[src/hw/rtl/lzssd_pkg.sv]
// Package for the LZSS stream decoder: parse phases, byte kinds,
// controller/datapath command and status structs, fixed constants.
// No dependencies.
package lzssd_pkg;

  localparam int unsigned HEADER_BYTES = 4;
  localparam int unsigned MIN_MATCH    = 3;
  localparam int unsigned MAX_RUN      = 18;
  localparam logic [15:0] FLAG_SENTINEL = 16'hFF00;

  // Parser phase once the header has been skipped
  typedef enum logic [1:0] {
    PH_FLAG = 2'd0,
    PH_LIT  = 2'd1,
    PH_REF1 = 2'd2,
    PH_REF2 = 2'd3
  } phase_t;

  // What the byte at the input means in the current parse position
  typedef enum logic [1:0] {
    KIND_SKIP = 2'd0,  // header, flag or first reference byte: no output
    KIND_LIT  = 2'd1,  // literal: one output byte
    KIND_REF2 = 2'd2   // second reference byte: a copy run
  } kind_t;

  typedef struct packed {
    logic take;   // accept the input byte and update the parser
    logic lit;    // emit the held literal
    logic rd;     // read the window at the copy source
    logic wr;     // emit and write back the copied byte
  } dp_cmd_t;

  typedef struct packed {
    kind_t kind;
    logic  out_free;  // output register can take a byte this cycle
    logic  run_end;   // the copy byte in flight is the last of its run
  } dp_status_t;

endpackage

[src/hw/rtl/lzssd_ctrl.sv]
// LZSS decoder controller: accepts bytes and sequences literal emission and
// the read/write-back steps of a copy run. Depends on lzssd_pkg.
module lzssd_ctrl
  import lzssd_pkg::*;
(
  input  logic       clk,
  input  logic       rst_n,
  input  logic       in_valid,
  output logic       in_ready,
  input  dp_status_t status,
  output dp_cmd_t    cmd
);

  typedef enum logic [3:0] {
    S_IDLE = 4'b0001,
    S_LIT  = 4'b0010,
    S_RD   = 4'b0100,
    S_WR   = 4'b1000
  } state_t;

  state_t state_r, state_nxt;

  always_comb begin
    state_nxt = state_r;
    cmd       = '0;
    in_ready  = 1'b0;
    unique case (state_r)
      S_IDLE: begin
        in_ready = 1'b1;
        if (in_valid) begin
          cmd.take = 1'b1;
          unique case (status.kind)
            KIND_LIT:  state_nxt = S_LIT;
            KIND_REF2: state_nxt = S_RD;
            default:   state_nxt = S_IDLE;
          endcase
        end
      end
      S_LIT: begin
        if (status.out_free) begin
          cmd.lit   = 1'b1;
          state_nxt = S_IDLE;
        end
      end
      S_RD: begin
        cmd.rd    = 1'b1;
        state_nxt = S_WR;
      end
      S_WR: begin
        if (status.out_free) begin
          cmd.wr    = 1'b1;
          state_nxt = status.run_end ? S_IDLE : S_RD;
        end
      end
      default: state_nxt = S_IDLE;
    endcase
  end

  always_ff @(posedge clk) begin
    if (!rst_n) begin
      state_r <= S_IDLE;
    end else begin
      state_r <= state_nxt;
    end
  end

endmodule

[config.mk]
export PLATFORM = sky130hd
export DESIGN_NAME = lzssd_ctrl
export DESIGN_NICKNAME = d
export VERILOG_FILES = /design/src/hw/rtl/lzssd_pkg.sv /design/src/hw/rtl/lzssd_ctrl.sv
export SDC_FILE = /design/constraint.sdc
export NUM_CORES = 1
export LEC_CHECK = 0
export ABC_AREA = 1
export BUFFER_PORTS_ARGS = -buffer_cell sky130_fd_sc_hd__buf_2
export CORE_AREA = 8 8 45 47
export CTS_CLUSTER_DIAMETER = 150
export DETAILED_ROUTE_END_ITERATION = 6
export DIE_AREA = 0 0 53 55
export GPL_TIMING_DRIVEN = 0
export SYNTH_ARGS = -nofsm -noshare
export SYNTH_HDL_FRONTEND = slang
export SYNTH_SLANG_ARGS = --single-unit
[constraint.sdc]
create_clock -name clk -period 0.9 [get_ports clk]
set_input_delay 0.09 -clock clk [delete_from_list [all_inputs] [get_ports clk]]
set_output_delay 0.09 -clock clk [all_outputs]
set_load 0.01 [all_outputs]
Word level (Yosys, flattened, before mapping)
Index checks and enable logic that the tools add are counted.
{"block": "op_classes", "n_eq_ne": 9, "multipliers": 0, "reduce_logical": 1, "magnitude_cmp": 0, "mux": 13, "shift": 0, "bitwise": 0, "add_sub_neg": 0, "div": 0}
{"operator": "case mux 4 bit (4 select lines)", "count": 1}
{"operator": "2-to-1 mux 4 bit", "count": 3}
{"operator": "2-to-1 mux 1 bit", "count": 7}
{"operator": "!= test 2 bit, second input constant", "count": 3}
{"operator": "case mux 3 bit (2 select lines)", "count": 1}
{"operator": "equality test 4 x 1 -> 1 bit, second input constant", "count": 1}
{"operator": "equality test 4 x 2 -> 1 bit, second input constant", "count": 1}
{"operator": "equality test 4 x 3 -> 1 bit, second input constant", "count": 1}
{"operator": "equality test 4 bit, second input constant", "count": 1}
{"operator": "2-to-1 mux 3 bit", "count": 1}
{"operator": "AND reduction 3 bit", "count": 1}
{"operator": "equality test 2 x 1 -> 1 bit, second input constant", "count": 1}
{"operator": "equality test 2 bit, second input constant", "count": 1}
{"block": "totals", "register_bits": 4, "elab_cells": 24, "mem_bits_rw": 0, "memories": 0, "inputBits": 7, "mem_bits_ro": 0, "out_inout_bits": 5, "latchBits": 0}

Longest topological paths before layout
Gate-level depths: netlist of run 1.
{"block": "logic_depth", "ltp_word": 4, "ltp_mapped": 8, "mapped_depth_nobuf": 8}

Worst setup path before layout of run 1
No wires, ideal clock.
{"block": "synth_path", "path_type": "flip-flop to flip-flop", "from": "reg state_r[2]", "to": "reg state_r[1]", "t_required_ns": 0.834, "slack_ns": -0.042, "stages_incl_launch_ff": 6, "setup_ns": 0.066, "n_path_buf": 0, "arrival_ns": 0.876, "period_less_slack_ns": 0.942, "path_cell_list": "dfxtp_1 nor2_4 nand2_4 nor2_4 nand2_2 a21oi_2"}
{"block": "synth_between", "elab_chain_len": 3, "elab_cells_between_ends": 9, "cone_classes": "eq/ne (7); mux (1); reduce/logical (1)"}
{"item": "start: declaration", "line_no": "lzssd_ctrl.sv:21", "source": "state_t state_r, state_nxt;"}
{"item": "start signal: assignment", "line_no": "lzssd_ctrl.sv:63", "source": "state_r <= state_nxt;"}
{"item": "equality test 4 x 2 -> 1 bit (tied with other cells)", "line_no": "lzssd_ctrl.sv:27", "source": "unique case (state_r)"}
{"item": "!= test 2 bit (no line)"}
{"item": "AND reduction 3 bit (no line)"}
Several ways; a longest one is shown, not always the timed one.
A chain may end at the register's enable or synchronous reset.

==> results of run 1 <==
## worst max-delay path by stage
stage                                          to  slack (ns)  cells after the start
after floorplan           state_r[1]$_SDFFE_PN0P_       -0.01                      6
after global placement    state_r[0]$_SDFFE_PN1P_       -0.13                      6
after detailed placement  state_r[0]$_SDFFE_PN1P_       -0.12                      6
after CTS                                  cmd[3]       -0.28                      5
after global routing                       cmd[3]       -0.30                      5
final                                      cmd[3]       -0.25                      5
## repair_timing
action	CTS	global route
cloned	0	0
pin swaps	2	4
setup endpoints to repair	8	8
resized for setup	6	3
buffers inserted	4	4
## cell usage in the layout (no fill, tap or decap)
master,count
nor2_2,1
nand2_2,3
nor2_4,6
o21ai_1,1
dfxtp_2,2
ha_1,2
a21oi_2,2
dfxtp_4,2
clkbuf_4,3
buf_2,10
nand2_4,1
nand3_1,7
a21oi_1,1
inv_1,10
buf_6,1
nand3_2,1
nand2_1,7
nor2_1,3
inv_2,3
buf_4,8
## kinds of logic after synthesis
| family | Yosys count |
|---|---|
| AOI/OAI and AO/OA | 4 |
| adders and majority gates | 2 |
| DFF | 4 |
| and+or+nand+nor | 29 |
| buffers and inverters | 13 |
## report_power, final
| part | internal (mW) | total (mW) | switching (mW) |
|---|---|---|---|
| sequential | 0.189 | 0.207 | 0.0177 |
| clock | 0.149 | 0.218 | 0.0687 |
| combinational | 0.121 | 0.249 | 0.127 |
## area by class of cell
type                       instances  area [um2]  share of cell area, %
clock buffer                       3        22.5                   4.16
inverter                          13        48.8                   9.01
multi-input combinational         35         239                   44.1
sequential                         4        90.1                   16.6
tap                               16        20.0                   3.70
timing repair buffer              19         121                   22.4
## through the flow
step / util, % / total power [mW] / hold slack, ns / std cells / setup TNS (ns)
4_1_cts: 36.3 / 0.666 / 0.130 / 86 / -1.63
3_3_place_gp: 31.0 / 0.390 / 0.355 / 79 / -0.311
3_5_place_dp: 31.0 / 0.394 / 0.371 / 79 / -0.314
5_1_grt: 39.2 / 0.725 / 0.133 / 90 / -2.32
6_report: 39.2 / 0.673 / 0.127 / 90 / -1.75
2_1_floorplan: - / 0.340 / 0.234 / 52 / -0.0309
## worst max-delay path: cells and delay by family, from the launching register on
family,cells,cell delay [ns]
buffers and inverters,2,0.16
DFF,1,0.37
and+or+nand+nor,3,0.31
## metal layers
layer | vias up | part of all wire, % | wire (um) | global-route usage [%]
li1 | 204 | - | - | -
met1 | 167 | 41 | 356 | 6.21
met2 | 6 | 54 | 476 | 11.3
met3 | 0 | 5.0 | 44 | 4.28
met4 | 0 | 0 | 0 | 1.29
met5 | - | 0 | 0 | 0
==> impl_results.md, run 1 <==
- Regs by FF count: state_r x4
- Commonest cells in the synthesized netlist: inv_1, nand2_1, nand3_1, nor2_4
- Status: finished with violations
- Detail Route Antenna Nets: 0
- Worst-Skew Late Latency: ~0.23 ns
- Ports: 12
- Critical Path AT: approximately 1.1 ns
- Max_cap viols: 0
- Dominant synthesized flop cell: dfxtp_1
- Crit path kind: flop to output pin
- Combinational family with the most area after synthesis: simple AND/OR/NAND/NOR gates
- Sink Count: 4
- Iter 0 DRT Violations: 5
- Hold path depth: 4
- Yosys warns: 0
- Hold path startpoint: rst_n
- Initial Utilization: 25.2%
- Largest register FFs: 4
- First-pass GRT wire length: roughly 1400 um
- Clock transition at path regs: roughly 0.040 ns
- R2R setup slack: -0.23 ns
- Slowest stage delay, CP: between 0.3 and 0.4 ns
- Mux share of post-synthesis cell area: 0%
- Largest net degree at the start of global routing: 7
- Synth cell types: 14
- Largest Register: state_r
- Peak VDD IR: 1.16 mV
- Synth Area per Inst: approximately 6.7 um2
- Hold crit path type: input port to flop
- P per Cell Area: approximately 1200 mW/mm2
- Placed Area: 429 um2
- Crit share post-route: 128%
- Fillers: approximately 160
- Hpwl dp: roughly 640 um
- Setup repair after global routing missed its margin: true
- Total clock buffers created by CTS: 3
- Tmin final: 1.15 ns
- Post-synthesis sequential area ratio: a little under a quarter
- CP startpoint kind: flop
- DRC violations left: 0
- Vias in the first global route: 354
- Mapped Area: between 300 and 400 um2
- Final nets: 85
- Vias/cell: approximately 4.2
- Final Slew Violations: 0
- Count leader, synth: inv_1
- Top area cells in the synthesized netlist: dfxtp_1, nor2_4, inv_1
- Routability cong.: ~0.75
- Final hold vios: 0
- Setup violators final: 9
- # hold bufs at CTS: 0
- Failing checks: setup timing
- Leading area contributor after synthesis: dfxtp_1
- Post-Synth Adder-Cell Area: under 10%
- CP Cell Sequence: inv_2 > nor2_4 > nand2_4 > nor2_4 > buf_6
- Max Root-Sink Buffers: 2
- Placement Setup Slack: -0.123 ns
- Slowest-stage cell, CP: dfxtp_4
- Post-synthesis compound-gate area fraction: roughly 6.8%
- Top-area cell type share of the netlist area: 22.9%
- Most used cell, CP: nor2_4
- Core area: 0.00138 mm2
- Reg2reg path depth: 8
- Die ar.: about 0.0029 mm2
- Post-Synth Simple-Gate Area: roughly half
- Initial antenna violation count: 0
- Rel. slew slack: around nine tenths
- Synth Instances: 52
- #FFs+latches synth: 4
- Final WS setup: -0.250 ns
- Syn-to-layout area delta: 55.2%
- Critical path peak fanout: 4
- Synth Area in XOR/XNOR: 0%
- H-tree levels: 1
- Number of enable flip-flop cells after synthesis: 0
- IO buf count: 11
- Final wirelength: around 880 um
- WHS Endpoint: state_r[0]$_SDFFE_PN1P_
- Antenna Cells: 0
- Reg-to-reg startpoint: state_r[0]$_SDFFE_PN1P_
- Crit path launch: state_r[0]$_SDFFE_PN1P_
- Critical Path RT: 0.81 ns
- Worst slew pin tran: between 0.15 and 0.2 ns
- Site row count: 14
- GRT Total Usage: roughly 6.4%
- CTS tree: yes
- Post-synth ARST share: 0%
- TritonRoute pass-1 iters: 2
- FF-to-FF End: state_r[2]$_SDFFE_PN0P_
- Synthesized Nets: 61
- Leak: between 0.2 and 0.3 nW
- Critical Path End Type: output pin
- Chip width: approximately 53 um
- Share of layout cells above drive strength 1: about 58%
- Die height: 55 um
- Via Count: approximately 380
- Final instance area: 542 um2
- Skew final: approximately 0.0021 ns
- Clk root buf: clkbuf_4
- Gr ovfl total: 0
- Routed len/inst: slightly below 10 um
- Maximum clock frequency: 870 MHz
No activity file was read; power rests on OpenSTA's default activity.
==> run 2, diff against run 1 <==
--- a/config.mk
+++ b/config.mk
@@ -8,6 +8,7 @@
 export ABC_AREA = 1
 export BUFFER_PORTS_ARGS = -buffer_cell sky130_fd_sc_hd__buf_2
 export CORE_AREA = 8 8 45 47
+export CTS_BUF_LIST = sky130_fd_sc_hd__clkbuf_8
 export CTS_CLUSTER_DIAMETER = 150
 export DETAILED_ROUTE_END_ITERATION = 6
 export DIE_AREA = 0 0 53 55
==> run 2 against run 1 <==
Compared with the run above:
- the run still ends with setup timing left
- design area rose by 9.0%
- combinational power is 15% higher
- hold slack better by 0.019 ns
- maximum frequency fell by 2.2%
- critical endpoint is now cmd[2]
==> impl_results.md, run 2 (synthesis results as in run 1) <==
- Area of the multi-input gates: 240 um2 (was 239 um2)
- Failing checks: setup timing (unchanged)
- Leak: 0.311 nW (was 0.290 nW)
- Setup violators final: 9 (unchanged)
- Initial antenna violation count: 0 (unchanged)
- CP startpoint kind: flop (unchanged)
- Peak VDD IR: 1.61 mV (was 1.16 mV)
- Max_cap viols: 0 (unchanged)
- Hpwl dp: 641 um (unchanged)
- H-tree levels: 1 (unchanged)
- Detail Route Antenna Nets: 0 (unchanged)
- Die height: 55 um (unchanged)
- Syn-to-layout area delta: 69.2% (was 55.2%)
- CTS tree: yes (unchanged)
- Ports: 12 (unchanged)
- Rel. slew slack: 87.3% (was 88.2%)
- Final instance area: 591 um2 (was 542 um2)
- Crit share post-route: 131% (was 128%)
- Skew final: 0.00342 ns (was 0.00210 ns)
- P per Cell Area: 1460 mW/mm2 (was 1240 mW/mm2)
- Sink Count: 4 (unchanged)
- Routed len/inst: 11.0 um (was 9.74 um)
- Clock transition at path regs: 0.03 ns (was 0.04 ns)
- Routed met2 length: 551 um (was 476 um)
- Tmin final: 1.18 ns (was 1.15 ns)
- Worst-Skew Late Latency: 0.21 ns (was 0.23 ns)
- GRT Total Usage: 6.60% (was 6.44%)
- Max Root-Sink Buffers: 2 (unchanged)
- Met3 wire len: 73 um (was 44 um)
- Largest register FFs: 4 (unchanged)
- Critical Path AT: 1.09 ns (was 1.06 ns)
- Fillers: 149 (was 157)
- Crit path kind: flop to output pin (unchanged)
- Iter 0 DRT Violations: 5 (unchanged)
- Final wirelength: 999 um (was 877 um)
- Core area: 0.00138 mm2 (unchanged)
- Regs by FF count: state_r x4 (unchanged)
- Antenna Cells: 0 (unchanged)
- Final nets: 86 (was 85)
- Hold crit path type: input port to flop (unchanged)
- Critical Path End Type: output pin (unchanged)
- Vias/cell: 4.36 (was 4.19)
- Critical Path RT: 0.81 ns (about the same)
- Largest net degree at the start of global routing: 7 (unchanged)
- Finished Layout Cells: 91 (was 90)
- First-pass GRT wire length: 1430 um (was 1390 um)
- Setup repair after global routing missed its margin: true (unchanged)
- Final Slew Violations: 0 (unchanged)
- Met1 WL: 375 um (was 356 um)
- Status: finished with violations (unchanged)
- Final WS setup: -0.276 ns (was -0.250 ns)
- TritonRoute pass-1 iters: 4 (was 2)
- Critical path peak fanout: 3 (was 4)
- Most frequent cells in the layout: inv_1, buf_2, nand2_1 (was inv_1, buf_2, buf_4)
- Total power: 0.862 mW (was 0.673 mW)
- # placed instances: 79 (unchanged)
- Total clock buffers created by CTS: 3 (unchanged)
- Share of layout cells above drive strength 1: 60.0% (was 58.1%)
- Routability cong.: 0.750 (unchanged)
- Die ar.: 0.00292 mm2 (unchanged)
- Top Layer Used: met3 (unchanged)
- Fin Hold WS: 0.146 ns (was 0.127 ns)
- Initial Utilization: 25.2% (unchanged)
- Gr ovfl total: 0 (unchanged)
- Chip width: 53 um (unchanged)
- Clk root buf: clkbuf_8 (was clkbuf_4)
- Site row count: 14 (unchanged)
- Post-layout util: 42.7% (was 39.2%)
- Via Count: 397 (was 377)
- Maximum clock frequency: 850 MHz (was 870 MHz)
- Final hold vios: 0 (unchanged)
- DRC violations left: 0 (unchanged)
- Largest Register: state_r (unchanged)
- Placed Area: 429 um2 (unchanged)
- Worst slew pin tran: 0.190 ns (was 0.176 ns)
- IO buf count: 11 (unchanged)
- Vias in the first global route: 364 (was 354)
- Reg area: 90.1 um2 (unchanged)
-- run 2: changes by cell type in the layout (fill, tap and decap cells not counted) --
cell      delta
inv_1        -1
nand2_2      -1
inv_2        +1
buf_4        -3
buf_2        -1
o21ai_2      +1
o21ai_1      -1
nand2_1      +1
buf_6        +5
clkbuf_4     -3
clkbuf_8     +3
-- run 2: report_power, final --
| group | switching [mW] | internal (mW) | total [mW] |
|---|---|---|---|
| sequential | 0.0181 | 0.190 | 0.208 |
| clock | 0.0828 | 0.284 | 0.367 |
| combinational | 0.139 | 0.148 | 0.287 |
| total | 0.239 | 0.622 | 0.862 |
-- run 2: worst max-delay path: stages, from the launching register on --
cell and delay [ns]:
dfxtp_4 0.37, inv_1 0.06, nor2_2 0.10, nand2_1 0.08, nor2_1 0.12, buf_2 0.16
-- run 2: per-stage QoR --
| stage | setup TNS, ns | worst slack, ns |
|---|---|---|
| CTS | -1.54 | -0.253 |
| global placement | -0.311 | -0.126 |
| floorplan | -0.0309 | -0.0123 |
| finish | -1.63 | -0.276 |
| detailed placement | -0.314 | -0.123 |
| global route | -2.15 | -0.366 |
-- run 2: area by class of cell --
| type | instances | share of cell area (%) |
|---|---|---|
| sequential | 4 | 15.3 |
| inverter | 13 | 8.26 |
| timing repair buffer | 20 | 25.4 |
| tap | 16 | 3.39 |
| clock buffer | 3 | 6.99 |
| multi-input combinational | 35 | 40.7 |
-- run 2: metal layers --
metal / track usage, % / vias to the layer above
met5: 0 / -
met4: 1.29 / 0
met3: 4.28 / 0
met2: 11.9 / 11
met1: 6.21 / 179
li1: - / 207
-- run 2: final timing paths --
kind                                               from  cells past startpoint  slack [ns]                       to
worst max-delay path            state_r[1]$_SDFFE_PN0P_                      5       -0.28                   cmd[2]
worst min-delay path                              rst_n                      4        0.15  state_r[0]$_SDFFE_PN1P_
worst max register to register  state_r[3]$_SDFFE_PN0P_                      7       -0.22  state_r[2]$_SDFFE_PN0P_
worst min register to register  state_r[0]$_SDFFE_PN1P_                      3        0.58  state_r[1]$_SDFFE_PN0P_
-- run 2: what timing repair did --
| action | 4_1_cts | 5_1_grt |
|---|---|---|
| pin swaps | 4 | 8 |
| endpoints found under the setup margin | 8 | 9 |
| cloned | 0 | 0 |
| gates resized for setup | 6 | 9 |
| buffers inserted | 5 | 4 |
| hold buffers | 0 | 0 |
| endpoints found under the hold margin | 0 | 0 |
==> run 3, diff against run 2 <==
--- a/config.mk
+++ b/config.mk
@@ -5,7 +5,6 @@
 export SDC_FILE = /design/constraint.sdc
 export NUM_CORES = 1
 export LEC_CHECK = 0
-export ABC_AREA = 1
 export BUFFER_PORTS_ARGS = -buffer_cell sky130_fd_sc_hd__buf_2
 export CORE_AREA = 8 8 45 47
 export CTS_BUF_LIST = sky130_fd_sc_hd__clkbuf_8
==> run 3 against run 2 <==
Compared with the run above:
- the flow still finishes with violations (setup timing)
- sequential power about the same
- maximum frequency shrank 10%
- global-route usage rose by 0.98 points
- combinational power down 22%
- design area increased by 2.8%
- critical path depth shrank 2
- clock skew increased by 0.00078 ns
- worst setup slack got worse by 0.14 ns
- critical path type is now flop to flop
==> impl_results.md, run 3 <==
- P per Cell Area: 1330 mW/mm2 (was 1460 mW/mm2)
- Setup violators final: 9 (unchanged)
- Hold crit path type: input port to flop (unchanged)
- Maximum clock frequency: 762 MHz (was 850 MHz)
- Regs by FF count: state_r x4 (unchanged)
- Crit share post-route: 146% (was 131%)
- TritonRoute pass-1 iters: 2 (was 4)
- Post-Synth Simple-Gate Area: 44.1% (was 49.1%)
- Initial Utilization: 23.1% (was 25.2%)
- Clock transition at path regs: 0.03 ns (about the same)
- Antenna Cells: 0 (unchanged)
- Post-synth ARST share: 0% (unchanged)
- Placement Setup Slack: -0.446 ns (was -0.123 ns)
- Synthesized Nets: 48 (was 61)
- #FFs+latches synth: 4 (unchanged)
- Rel. slew slack: 83.1% (was 87.3%)
- Dominant synthesized flop cell: dfxtp_1 (unchanged)
- # hold bufs at CTS: 0 (unchanged)
- H-tree levels: 1 (unchanged)
- Max Root-Sink Buffers: 2 (unchanged)
- Worst-Skew Late Latency: 0.22 ns (was 0.21 ns)
- Largest Register: state_r (unchanged)
- Vias/cell: 4.83 (was 4.36)
- Synth Area per Inst: 8.21 um2 (was 6.71 um2)
- Die ar.: 0.00292 mm2 (unchanged)
- Final WS setup: -0.413 ns (was -0.276 ns)
- Critical Path End Type: flop (was output pin)
- GRT Total Usage: 7.59% (was 6.60%)
- Max_cap viols: 0 (unchanged)
- Combinational family with the most area after synthesis: simple AND/OR/NAND/NOR gates (unchanged)
- Routed len/inst: 14.3 um (was 11.0 um)
- Post-Synth Adder-Cell Area: 7.81% (was 7.17%)
- Ports: 12 (unchanged)
- Post-layout util: 43.9% (was 42.7%)
- Yosys warns: 0 (unchanged)
- Net Sw Frac: 24.8% (was 27.8%)
- Final Slew Violations: 0 (unchanged)
- Internal Power: 0.605 mW (was 0.622 mW)
- Chip width: 53 um (unchanged)
- Gr ovfl total: 0 (unchanged)
- Failing checks: setup timing (unchanged)
- Leak: 0.274 nW (was 0.311 nW)
- Final setup TNS: -2.77 ns (was -1.63 ns)
- Mux share of post-synthesis cell area: 0% (unchanged)
- DRC violations left: 0 (unchanged)
- Count leader, synth: inv_1 (unchanged)
- Top area cells in the synthesized netlist: dfxtp_1, or4b_1, ha_1 (was dfxtp_1, nor2_4, inv_1)
- Leading area contributor after synthesis: dfxtp_1 (unchanged)
- First-pass GRT wire length: 1570 um (was 1430 um)
- Via Count: 367 (was 397)
- Vias in the first global route: 362 (was 364)
- Share of layout cells above drive strength 1: 65.0% (was 60.0%)
- Post-synthesis sequential area ratio: 25.0% (was 22.9%)
- Most common cell after layout, fill and taps aside: buf_2
- Syn-to-layout area delta: 89.5% (was 69.2%)
- Iter 0 DRT Violations: 3 (was 5)
- Synth Instances: 39 (was 52)
- Clk root buf: clkbuf_8 (unchanged)
- Critical Path AT: 1.41 ns (was 1.09 ns)
- Critical path peak fanout: 9 (was 3)
- Sequential Power Share: 25.6% (was 24.1%)
- Total clock buffers created by CTS: 3 (unchanged)
- Crit path launch: state_r[0]$_SDFFE_PN1P_ (was state_r[1]$_SDFFE_PN0P_)
- Synth Area in XOR/XNOR: 0% (unchanged)
- CTS tree: yes (unchanged)
- Routability cong.: 0.791 (was 0.750)
- Setup repair after global routing missed its margin: true (unchanged)
- Final nets: 71 (was 86)
- Worst slew pin tran: 0.253 ns (was 0.190 ns)
- Status: finished with violations (unchanged)
- Final wirelength: 1090 um (was 999 um)
- Critical Path RT: 1.00 ns (was 0.81 ns)
- Final hold vios: 0 (unchanged)
- Largest net degree at the start of global routing: 10 (was 7)
- Most frequent cells in the layout: buf_2, inv_1, buf_6, buf_4 (was inv_1, buf_2, nand2_1)
- Core area: 0.00138 mm2 (unchanged)
- Mapped Area: 320 um2 (was 349 um2)
- Hold path startpoint: rst_n (unchanged)
- IO buf count: 11 (unchanged)
- Comb pwr share: 27.6% (was 33.3%)
- Post-synthesis compound-gate area fraction: 15.6% (was 6.81%)
- Top-area cell type share of the netlist area: 25.0% (was 22.9%)
- Peak VDD IR: 0.658 mV (was 1.61 mV)
- Switching pwr: 0.200 mW (was 0.239 mW)
- Sink Count: 4 (unchanged)
- Clk pwr share: 46.8% (was 42.6%)
- CP startpoint kind: flop (unchanged)
- Initial antenna violation count: 0 (unchanged)
- Detail Route Antenna Nets: 0 (unchanged)
- Largest register FFs: 4 (unchanged)
- Number of enable flip-flop cells after synthesis: 0 (unchanged)
- Die height: 55 um (unchanged)
- Crit path kind: flop to flop (was flop to output pin)
- Reg-to-reg startpoint: state_r[0]$_SDFFE_PN1P_ (was state_r[3]$_SDFFE_PN0P_)
- Synth cell types: 23 (was 14)
- Hpwl dp: 644 um (was 641 um)
- Site row count: 14 (unchanged)
- Fin Hold WS: 0.129 ns (was 0.146 ns)
- Tmin final: 1.31 ns (was 1.18 ns)
- Skew final: 0.00420 ns (was 0.00342 ns)
- Commonest cells in the synthesized netlist: inv_1, dfxtp_1, nor2_1, or4b_1 (was inv_1, nand2_1, nand3_1, nor2_4)
run 3: changes by cell type after synthesis, sizes merged, moves of 2 or more:
| cell | change |
|---|---|
| a21boi | +2 |
| a21oi | -2 |
| and2 | +2 |
| inv | -8 |
| nand2 | -9 |
| nand3 | -6 |
| nor2 | -7 |
| nor4b | +3 |
| or3b | +2 |
| or4b | +3 |
run 3: final timing paths:
kind | slack (ns) | cells after the start | endpoint
setup / recovery | -0.41 | 3 | state_r[0]$_SDFFE_PN1P_
hold / removal | 0.13 | 3 | state_r[3]$_SDFFE_PN0P_
setup reg to reg | -0.41 | 3 | state_r[0]$_SDFFE_PN1P_
hold reg to reg | 0.59 | 3 | state_r[3]$_SDFFE_PN0P_
run 3: layout make-up:
cell class | count | area [um2]
fill | 135 | 777
multi-input combinational | 29 | 295
timing repair buffer | 18 | 128
sequential | 4 | 92.6
clock buffer | 3 | 41.3
tap | 16 | 20.0
inverter | 5 | 18.8
buffer | 1 | 11.3
run 3: power by group through the flow:
stage               clock network, mW  logic [mW]  registers (mW)
global route                    0.404       0.238           0.208
global placement                    0       0.136           0.209
finish                          0.377       0.223           0.206
detailed placement                  0       0.136           0.208
CTS                             0.384       0.197           0.203
floorplan                           0      0.0926           0.203
run 3: kinds of logic (layout without fill, tap and decap cells):
group,Yosys count,in the layout
AOI/OAI and AO/OA,7,7
and+or+nand+nor,20,20
adders and majority gates,2,2
buffers and inverters,6,27
DFF,4,4
run 3: per-stage QoR:
step	total power, mW	cell area [um2]	instances
2_1_floorplan	0.296	354	39
3_3_place_gp	0.345	429	66
3_5_place_dp	0.345	429	66
4_1_cts	0.784	572	74
5_1_grt	0.850	607	76
6_report	0.806	607	76
run 3: per-layer routing:
layer  up-vias  GRT usage (%)  routed length (um)
met5         -              0                   0
met4         0           3.88                  14
met3         2           3.74                 102
met2        13           13.5                 518
met1       167           7.12                 451
li1        185              -                   -
run 3: repair_timing:
action | CTS | global route
pin swaps | 7 | 1
gates resized for setup | 13 | 5
endpoints found under the setup margin | 8 | 9
setup buffers | 5 | 2
hold endpoints to repair | 0 | 0
run 3: critical path: stages, from the launching register on:
cell,delay (ns)
dfxtp_4,0.37
or4b_4,0.55
a31oi_4,0.19
o31ai_1,0.08
